## config.mk

```make
export PLATFORM = sky130hd
export DESIGN_NAME = servo_pd_position_loop
export DESIGN_NICKNAME = d
export VERILOG_FILES = /design/src/rtl/spdl_pkg.sv /design/src/rtl/servo_pd_position_loop.sv
export SDC_FILE = /design/constraint.sdc
export NUM_CORES = 2
export LEC_CHECK = 0
export ABC_CLOCK_PERIOD_IN_PS = 24000
export BUFFER_PORTS_ARGS = -buffer_cell sky130_fd_sc_hd__buf_2
export CAP_MARGIN = 10
export CORE_ASPECT_RATIO = 1.4
export CORE_MARGIN = 2
export CORE_UTILIZATION = 29
export DETAILED_ROUTE_END_ITERATION = 16
export PLACE_DENSITY = 0.43
export RECOVER_POWER = 25
export SLEW_MARGIN = 20
export SYNTH_ARGS = -nofsm -noshare
export SYNTH_HDL_FRONTEND = slang
export SYNTH_SLANG_ARGS = --single-unit
export TNS_END_PERCENT = 100
```

## constraint.sdc

```tcl
create_clock -name i_clk -period 24 [get_ports i_clk]
set_input_delay 3.6 -clock i_clk [delete_from_list [all_inputs] [get_ports i_clk]]
set_output_delay 3.6 -clock i_clk [all_outputs]
set_load 0.005 [all_outputs]
```

## src/rtl/spdl_pkg.sv

```systemverilog
// Shared constants and widths for the servo PD position loop.
`default_nettype none

package spdl_pkg;

    localparam int POT_W     = 10;
    localparam int PULSE_W   = 16;
    localparam int GAIN_W    = 12;
    localparam int DAC_W     = 12;
    localparam int CFG_IDX_W = 1;
    localparam int IN_DATA_W  = 32;
    localparam int OUT_DATA_W = 16;

    localparam logic [CFG_IDX_W-1:0] CFG_PROP_GAIN  = 1'd0;
    localparam logic [CFG_IDX_W-1:0] CFG_DERIV_GAIN = 1'd1;

    localparam logic [GAIN_W-1:0] PROP_GAIN_RST  = 12'd384;
    localparam logic [GAIN_W-1:0] DERIV_GAIN_RST = 12'd768;

    localparam logic [PULSE_W-1:0] PULSE_HIGH_LIMIT = 16'd2100;
    localparam logic [PULSE_W-1:0] PULSE_LOW_LIMIT  = 16'd900;

    localparam logic signed [12:0] FB_OFFSET     = 13'sd1536;
    localparam logic signed [12:0] PULSE_SPAN_LO = 13'sd1000;
    localparam logic signed [12:0] ANGLE_OFFSET  = 13'sd450;
    localparam logic signed [14:0] SP_SCALE      = 15'sd9;
    localparam logic [12:0]        RECIP_TEN     = 13'd6554;
    localparam logic [26:0]        SAT_LIMIT     = 27'd156160;
    localparam logic [7:0]         RECIP_FIVE    = 8'd205;
    localparam logic [5:0]         DRIVE_MAX     = 6'd60;
    localparam logic [8:0]         DAC_STEP_X4   = 9'd273;

endpackage

`default_nettype wire

```

## src/rtl/servo_pd_position_loop.sv

```systemverilog
// Servo PD position loop: pulse check, angle maps, PD law, saturation and DAC scaling.
//
// Input items arrive on the slave stream (i_s_tvalid, o_s_tready, i_s_tdata), one per
// control tick, with the pot sample in tdata[9:0] and the pulse width in tdata[25:10].
// Each item yields exactly one result on the master stream (o_m_tvalid, i_m_tready,
// o_m_tdata): DAC code in [11:0], forward run pin in [12], reverse run pin in [13].
// The block is a seven-register pipeline; one item can be accepted in every cycle
// unless a result is stalled. The user must write the gains through i_cfg_wen,
// i_cfg_index and i_cfg_wdata only while idle; the block does not enforce this.
// When the receiver stalls with a result waiting, the whole pipeline holds and
// o_s_tready drops; it follows i_m_tready, so it is high again in the cycle in which
// the result is taken.
// Reset sets the gains to 1.5 and 3.0, clears the stored error and the last good width
// and empties the pipeline.
`default_nettype none

module servo_pd_position_loop (
    input  wire logic                            i_clk,
    input  wire logic                            i_rst_n,
    input  wire logic                            i_cfg_wen,
    input  wire logic [spdl_pkg::CFG_IDX_W-1:0]  i_cfg_index,
    input  wire logic [spdl_pkg::GAIN_W-1:0]     i_cfg_wdata,
    input  wire logic                            i_s_tvalid,
    output logic                                 o_s_tready,
    // Fields from bit 0: pot_sample[9:0], pulse_width[25:10], zero fill.
    input  wire logic [spdl_pkg::IN_DATA_W-1:0]  i_s_tdata,
    output logic                                 o_m_tvalid,
    input  wire logic                            i_m_tready,
    // Fields from bit 0: dac_code[11:0], fwd_run_n[12], rev_run_n[13], zero fill.
    output logic [spdl_pkg::OUT_DATA_W-1:0]      o_m_tdata
);
    import spdl_pkg::*;

    logic [GAIN_W-1:0]  r_kp;
    logic [GAIN_W-1:0]  r_kd;
    logic [11:0]        r_lgw;
    logic signed [12:0] r_prev;
    logic [6:0]         r_vld;
    logic               w_en;

    logic [PULSE_W-1:0] w_pulse;
    logic [11:0]        n_w;

    logic [POT_W-1:0]   r0_pot;
    logic [11:0]        r0_w;
    logic [11:0]        pot3_c;
    logic signed [12:0] fb_c;
    logic signed [12:0] x_c;
    logic signed [14:0] v_c;
    logic [13:0]        absv_c;
    logic [26:0]        prod_c;

    logic [26:0]        r1_prod;
    logic               r1_vneg;
    logic signed [12:0] r1_fb;
    logic [10:0]        qv_c;
    logic signed [12:0] spq_c;
    logic signed [12:0] sp_c;
    logic signed [12:0] e_c;
    logic signed [13:0] d_c;

    logic signed [12:0] r2_e;
    logic signed [13:0] r2_d;
    logic signed [25:0] p_c;
    logic signed [26:0] q_c;

    logic signed [25:0] r3_p;
    logic signed [26:0] r3_q;
    logic signed [27:0] s_c;
    logic [26:0]        abs_c;

    logic [26:0]        r4_abs;
    logic               r4_neg;
    logic               sat_c;
    logic [16:0]        t_c;
    logic [5:0]         mag_c;

    logic [5:0]         r5_mag;
    logic               r5_neg;
    logic [13:0]        dm_c;

    logic [DAC_W-1:0]   r_dac;
    logic               r_neg;

    assign w_en       = !r_vld[6] || i_m_tready;
    assign o_s_tready = w_en;
    assign o_m_tvalid = r_vld[6];
    assign o_m_tdata  = {2'b00, !r_neg, r_neg, r_dac};

    always_ff @(posedge i_clk) begin
        if (!i_rst_n) begin
            r_kp <= PROP_GAIN_RST;
            r_kd <= DERIV_GAIN_RST;
        end else if (i_cfg_wen) begin
            unique case (i_cfg_index)
                CFG_PROP_GAIN:  r_kp <= i_cfg_wdata;
                CFG_DERIV_GAIN: r_kd <= i_cfg_wdata;
                default: ;
            endcase
        end
    end

    assign w_pulse = i_s_tdata[POT_W +: PULSE_W];
    always_comb begin
        if (w_pulse >= PULSE_HIGH_LIMIT || w_pulse <= PULSE_LOW_LIMIT) begin
            n_w = r_lgw;
        end else begin
            n_w = w_pulse[11:0];
        end
    end

    always_ff @(posedge i_clk) begin
        if (!i_rst_n) begin
            r_vld  <= '0;
            r_lgw  <= '0;
            r_prev <= '0;
        end else if (w_en) begin
            r_vld <= {r_vld[5:0], i_s_tvalid};
            if (i_s_tvalid) begin
                r_lgw <= n_w;
            end
            if (r_vld[1]) begin
                r_prev <= e_c;
            end
        end
    end

    assign pot3_c = {1'b0, r0_pot, 1'b0} + {2'b00, r0_pot};
    assign fb_c   = $signed({1'b0, pot3_c}) - FB_OFFSET;
    assign x_c    = $signed({1'b0, r0_w}) - PULSE_SPAN_LO;
    assign v_c    = 15'(x_c) * SP_SCALE;
    assign absv_c = v_c[14] ? 14'(-v_c) : 14'(v_c);
    assign prod_c = 27'(absv_c) * 27'(RECIP_TEN);

    assign qv_c  = r1_prod[26:16];
    assign spq_c = r1_vneg ? -$signed({2'b00, qv_c}) : $signed({2'b00, qv_c});
    assign sp_c  = spq_c - ANGLE_OFFSET;
    assign e_c   = sp_c - r1_fb;
    assign d_c   = 14'(e_c) - 14'(r_prev);

    assign p_c = 26'($signed({1'b0, r_kp})) * 26'(r2_e);
    assign q_c = 27'($signed({1'b0, r_kd})) * 27'(r2_d);

    assign s_c   = 28'(r3_p) + 28'(r3_q);
    assign abs_c = s_c[27] ? 27'(-s_c) : 27'(s_c);

    assign sat_c = r4_abs >= SAT_LIMIT;
    assign t_c   = 17'(r4_abs[17:9]) * 17'(RECIP_FIVE);
    assign mag_c = sat_c ? DRIVE_MAX : t_c[15:10];

    assign dm_c = 14'(r5_mag) * 14'(DAC_STEP_X4);

    always_ff @(posedge i_clk) begin
        if (w_en) begin
            r0_pot  <= i_s_tdata[POT_W-1:0];
            r0_w    <= n_w;
            r1_prod <= prod_c;
            r1_vneg <= v_c[14];
            r1_fb   <= fb_c;
            r2_e    <= e_c;
            r2_d    <= d_c;
            r3_p    <= p_c;
            r3_q    <= q_c;
            r4_abs  <= abs_c;
            r4_neg  <= s_c[27];
            r5_mag  <= mag_c;
            r5_neg  <= r4_neg;
            r_dac   <= dm_c[13:2];
            r_neg   <= r5_neg;
        end
    end

    a_ready_follows_output: assert property (@(posedge i_clk) disable iff (!i_rst_n)
        o_s_tready == (!o_m_tvalid || i_m_tready))
        else $error("input ready does not follow output stall");

    a_mag_bounded: assert property (@(posedge i_clk) disable iff (!i_rst_n)
        r_vld[5] |-> (r5_mag <= DRIVE_MAX))
        else $error("drive magnitude above limit");

    a_hold_on_stall: assert property (@(posedge i_clk) disable iff (!i_rst_n)
        (r_vld[5] && o_m_tvalid && !i_m_tready) |=> (r_vld[6] && r_vld[5]))
        else $error("pipeline lost an item while stalled");

    a_prev_on_advance: assert property (@(posedge i_clk) disable iff (!i_rst_n)
        (w_en && r_vld[1]) |=> (r_prev == r2_e))
        else $error("stored error not taken from the advancing item");

endmodule

`default_nettype wire
```

* Word-level counts from Yosys, hierarchy flattened
Index checks and enable logic that the tools add are counted.
Cells by class: magnitude comparators 3, bitwise logic cells 1, multipliers 6, reduce and logical (&&, ||, !) cells 8, add/sub/neg operators 10, mux-type cells 4
Operator list (number):
- $add 26x27->28 | 1
- $ge 27x18->1 const B | 1
- $mul 13x14->27 | 1
- $mux 27 | 1
- $neg 27->27 | 1
- $mul 13x13->26 | 1
- $mul 14x12->26 const B | 1
- $ge 16x12->1 const B | 1
- $le 16x10->1 const B | 1
- $mul 9x8->16 const B | 1
- $mul 13x5->15 const B | 1
- $mul 6x9->14 const B | 1
- $mux 14 | 1
- $neg 14->14 | 1
- $sub 13x13->14 | 1
- $mux 13 | 1
- $neg 11->13 | 1
- $sub 12x10->13 const B | 1
- $sub 12x11->13 const B | 1
- $sub 13x10->13 const B | 1
- $sub 13x13->13 | 1
- $add 11x10->12 | 1
- $mux 12 | 1
- $reduce_and 2->1 | 4
- 3 further kinds | 5
Storage, ports and cells: bits of input ports 50, logic and storage cells 52, flip-flop bits (word level) 246, output and inout port bits 18

* Logic depth before layout (Yosys ltp)
depth in word-level cells 5, gate-level depth with buffers 36

* Worst setup path after synthesis
OpenSTA, ideal clock, no wires.
kind in2out, from input i_m_tready, to output o_s_tready, arrival time 7270 ps, slack 13130 ps, buffers on the path 1, cell stages on the path 3, data required time 20400 ps, cell sequence nor2b_1 > clkbuf_1 > clkinv_1
Between the ends: longest elaborated chain between the ends 1
RTL lines:
- start, declared | RTL line servo_pd_position_loop.sv:28 | input wire logic i_m_tready,
- $logic_or 1x1->1 | RTL line servo_pd_position_loop.sv:85 | assign w_en = !r_vld[6] || i_m_tready;
- end, declared | RTL line servo_pd_position_loop.sv:24 | output logic o_s_tready,
Every way passes these cells.

* Final worst setup path
Same ends and word-level chain as after synthesis.

==> results.rst <==
.. list-table::
   :header-rows: 1

   * - Metric
     - Value
   * - Global-route wire length before repair
     - 109000 um
   * - Total via count in the routed design
     - between 15000 and 20000
   * - CTS-repair resized insts
     - 0
   * - Share of flip-flops with an asynchronous set or reset
     - 0
   * - Setup Total Neg Slack
     - 0 ps
   * - Cells after synthesis
     - 2921
   * - CTS root buf
     - clkbuf_16
   * - Endpoints failing hold
     - 0
   * - Crit end category
     - output port
   * - Critical-path maximum fanout
     - 63
   * - Cts bufs inserted
     - 29
   * - Cell types with the highest counts after synthesis
     - inv_1, ha_1, fa_1, nand2_1, edfxtp_1
   * - Avg Vias per Cell
     - 4.47
   * - Setup-failing EPs final
     - 0
   * - Maximum number of buffers from clock root to sink
     - 3
   * - Clock-pin slew on the worst setup and hold paths
     - 60 ps
   * - ANT nets after route
     - 0
   * - Final critical-path required period
     - 11230 ps
   * - Top-level I/O count
     - 68
   * - Mean instance size in the synthesized netlist
     - 9.85 um^2
   * - Total core area
     - 0.0984 mm^2
   * - Synthesized-area fraction occupied by ao, oa, aoi and oai cells
     - 0.0880
   * - Pre-Repair DR Iteration Count
     - 5
   * - Clock latency on the worst-skew pair
     - 580 ps
   * - Worst setup skew after layout
     - ~21 ps
   * - Most frequent cell after synthesis
     - inv_1
   * - Adder and majority cell fraction of the synthesized area
     - 0.411
   * - Fraction of synthesized cell area in xor and xnor cells
     - 0.0565
   * - Simple-gate share of the synthesized area
     - 0.131
   * - Summed instance area of the synthesized netlist
     - 0.0288 mm^2
   * - Slew Limit Headroom
     - -1.13
   * - Iter 0 DRT Violations
     - roughly 540
   * - Status
     - finished with violations
   * - Number of synthesized register bits
     - about 230
   * - Horizontal extent of the die
     - 270 um
   * - Fraction of layout instances using a drive strength above 1
     - 0.0568
   * - GR Overflow Total
     - 0
   * - Count of buffer and inverter cells on the critical path
     - 4
   * - Total routing usage reported by global routing
     - 0.134
   * - Average wire length per cell after detail routing
     - 15.6 um
   * - Max-slew violation total from the final report
     - 144
   * - Maximum clock frequency
     - 89.0 MHz
   * - Count of hold buffers inserted by post-cts repair
     - 0
   * - Row Count
     - 136
   * - Number of buffer cells added on primary ports
     - 59
   * - Most used flip-flop cell after synthesis
     - edfxtp_1
   * - Top area cells in the synthesized netlist
     - fa_1, edfxtp_1, ha_1
   * - Unrepaired setup endpoints after global routing
     - no
   * - Die Y
     - between 300 and 400 um
   * - Post-detail-place hpwl
     - 56000 um
   * - Kind of path behind the tightest hold check
     - reg2reg
   * - Initial core utilization
     - 0.293
   * - Series of cell instances along the critical path
     - buf_2 -> nor2b_1 -> clkbuf_1 -> clkinvlp_2 -> buf_2
   * - Number of antenna violations at the first check in global routing
     - 15
   * - Filler cells
     - 10400
   * - Synthesis warning total
     - 0
   * - Startpoint Class
     - primary input
   * - CTS H-tree depth
     - 1
   * - Dominant combinational cell family by area after synthesis
     - adder cells
   * - CP max-delay cell
     - clkinvlp_2
   * - CTS tree
     - yes
   * - Data required time at the worst endpoint
     - 20400 ps
   * - Sinks on Clock Net
     - 231
   * - Share of Yosys cell area claimed by the top area cell type
     - 0.232
   * - Critical path's largest stage delay
     - 2520 ps
   * - CP top delay family
     - buffers and inverters
   * - Period utilisation layout
     - 0.468
   * - Worst-margin pin slew
     - 3170 ps
   * - Area taken by flip-flops and latches
     - 0.00638 mm^2
   * - Library cells used by synthesis
     - 91
   * - Post-synth EDFFs
     - ~180
   * - Share of the yosys chip area belonging to registers
     - 0.222
   * - Area of the die
     - 0.102 mm^2
   * - Max-capacitance violation count
     - 3
   * - Violated checks
     - capacitance limit, slew limit
   * - Setup bufs post-CTS
     - 0
   * - Multi-input gate area
     - about 0.02 mm^2
   * - Routed WL
     - 66800 um
   * - NumNets Final
     - 3732
   * - Layout overhead on the synthesized area
     - 8.98%
   * - Number of global-route vias before repair
     - 20800
   * - Worst EP arrival
     - 7630 ps
   * - Pin count of the biggest net entering global routing
     - 75
   * - Mux share of post-synthesis cell area
     - 0.00982
   * - Class of the most critical setup path
     - in2out
   * - Last weighted congestion value of the routability-driven placer
     - roughly 0.79
   * - Crit path top cell by count
     - buf_2
   * - Hold slack final
     - 420 ps
   * - # DRC
     - 0
   * - Dominant cell type by area after synthesis
     - fa_1
placed cells by master, fill, tap and decap left out, types with 17 or more instances in the layout:
cell       Yosys  final
clkbuf_16      0     29
xnor2_1      131    130
buf_2          5     59
edfxtp_1     175    175
a21oi_1       79     79
nor2b_1       32     32
xor2_1        51     51
o21ai_0       45     46
o21bai_1      21     22
ha_1         411    411
a21boi_0      40     40
nor3_1        30     30
inv_1        532    532
nand2_1      302    302
nor2_1        93     93
a21o_1        43     43
fa_1         334    334
dfxtp_1       56     56
mux2i_1       17     17
nand3_1       29     29
and2_1       167    161
through the flow:
step	cell area [um^2]	cells	worst slack, ps	utilization
after floorplan	28800	2922	13130	-
after CTS	31400	4270	14410	0.319
after global routing	31400	4275	12260	0.319
after global placement	30500	4217	14430	0.310
final	31400	4277	12770	0.319
after detailed placement	30500	4217	14480	0.310
final cells by class:
cell class,instances,share of cell area
clock inverters,14,0.00343
multi-input cells,2071,0.639
flip-flops and latches,231,0.203
well taps,1311,0.0523
repair buffers,71,0.0119
clock buffers,39,0.0256
diodes,7,0.000558
inverters,533,0.0638
final timing paths:
| path | startpoint | to | slack [ps] | depth (start not counted) |
|---|---|---|---|---|
| worst min-delay path | r4_neg | r5_neg | 420 | 0 |
| worst max register to register | r0_w[3] | r1_prod[26] | 14480 | 33 |
| worst max-delay path | i_m_tready | o_s_tready | 12770 | 5 |
| worst min register to register | r4_neg | r5_neg | 420 | 0 |
kinds of logic after synthesis:
family	after synthesis
and+or+nand+nor	757
adders and majority gates	745
buffers and inverters	620
AOI/OAI and AO/OA	356
DFF	231
xor gates and xnor gates	184
muxes	27
other	1
sequential cells by signal (all words and copies together), names as in the netlist, 7 cells and up:
| name | count |
|---|---|
| r_kd | 12 |
| r1_prod | 11 |
| r3_q | 27 |
| r_lgw | 12 |
| r4_abs | 27 |
| r_kp | 12 |
| r_vld | 7 |
| r_dac | 12 |
| r3_p | 26 |
| r_prev | 13 |
| r2_e | 13 |
| r2_d | 14 |
| r1_fb | 13 |
| r0_pot | 10 |
| r0_w | 12 |
routing by layer:
metal / global-route usage / up-vias / share of wire
met2: 0.269 / 181 / 0.55
met5: 0 / - / 0.0014
li1: - / 9530 / -
met3: 0.0202 / 106 / 0.032
met1: 0.143 / 9283 / 0.38
met4: 0.0404 / 14 / 0.030
worst register-to-register path: cells and delay by family (launching register included):
| kind | cells | cell delay, ps |
|---|---|---|
| AO/OA/AOI/OAI | 12 | 2970 |
| XOR/XNOR | 3 | 650 |
| adder cells (fa/ha/maj) | 10 | 3750 |
| buffers and inverters | 6 | 830 |
| flip-flops | 1 | 430 |
| AND/OR/NAND/NOR | 2 | 670 |
Power is not shown: default switching activity piles up to over one toggle a cycle in this logic, so the estimate is an artifact.
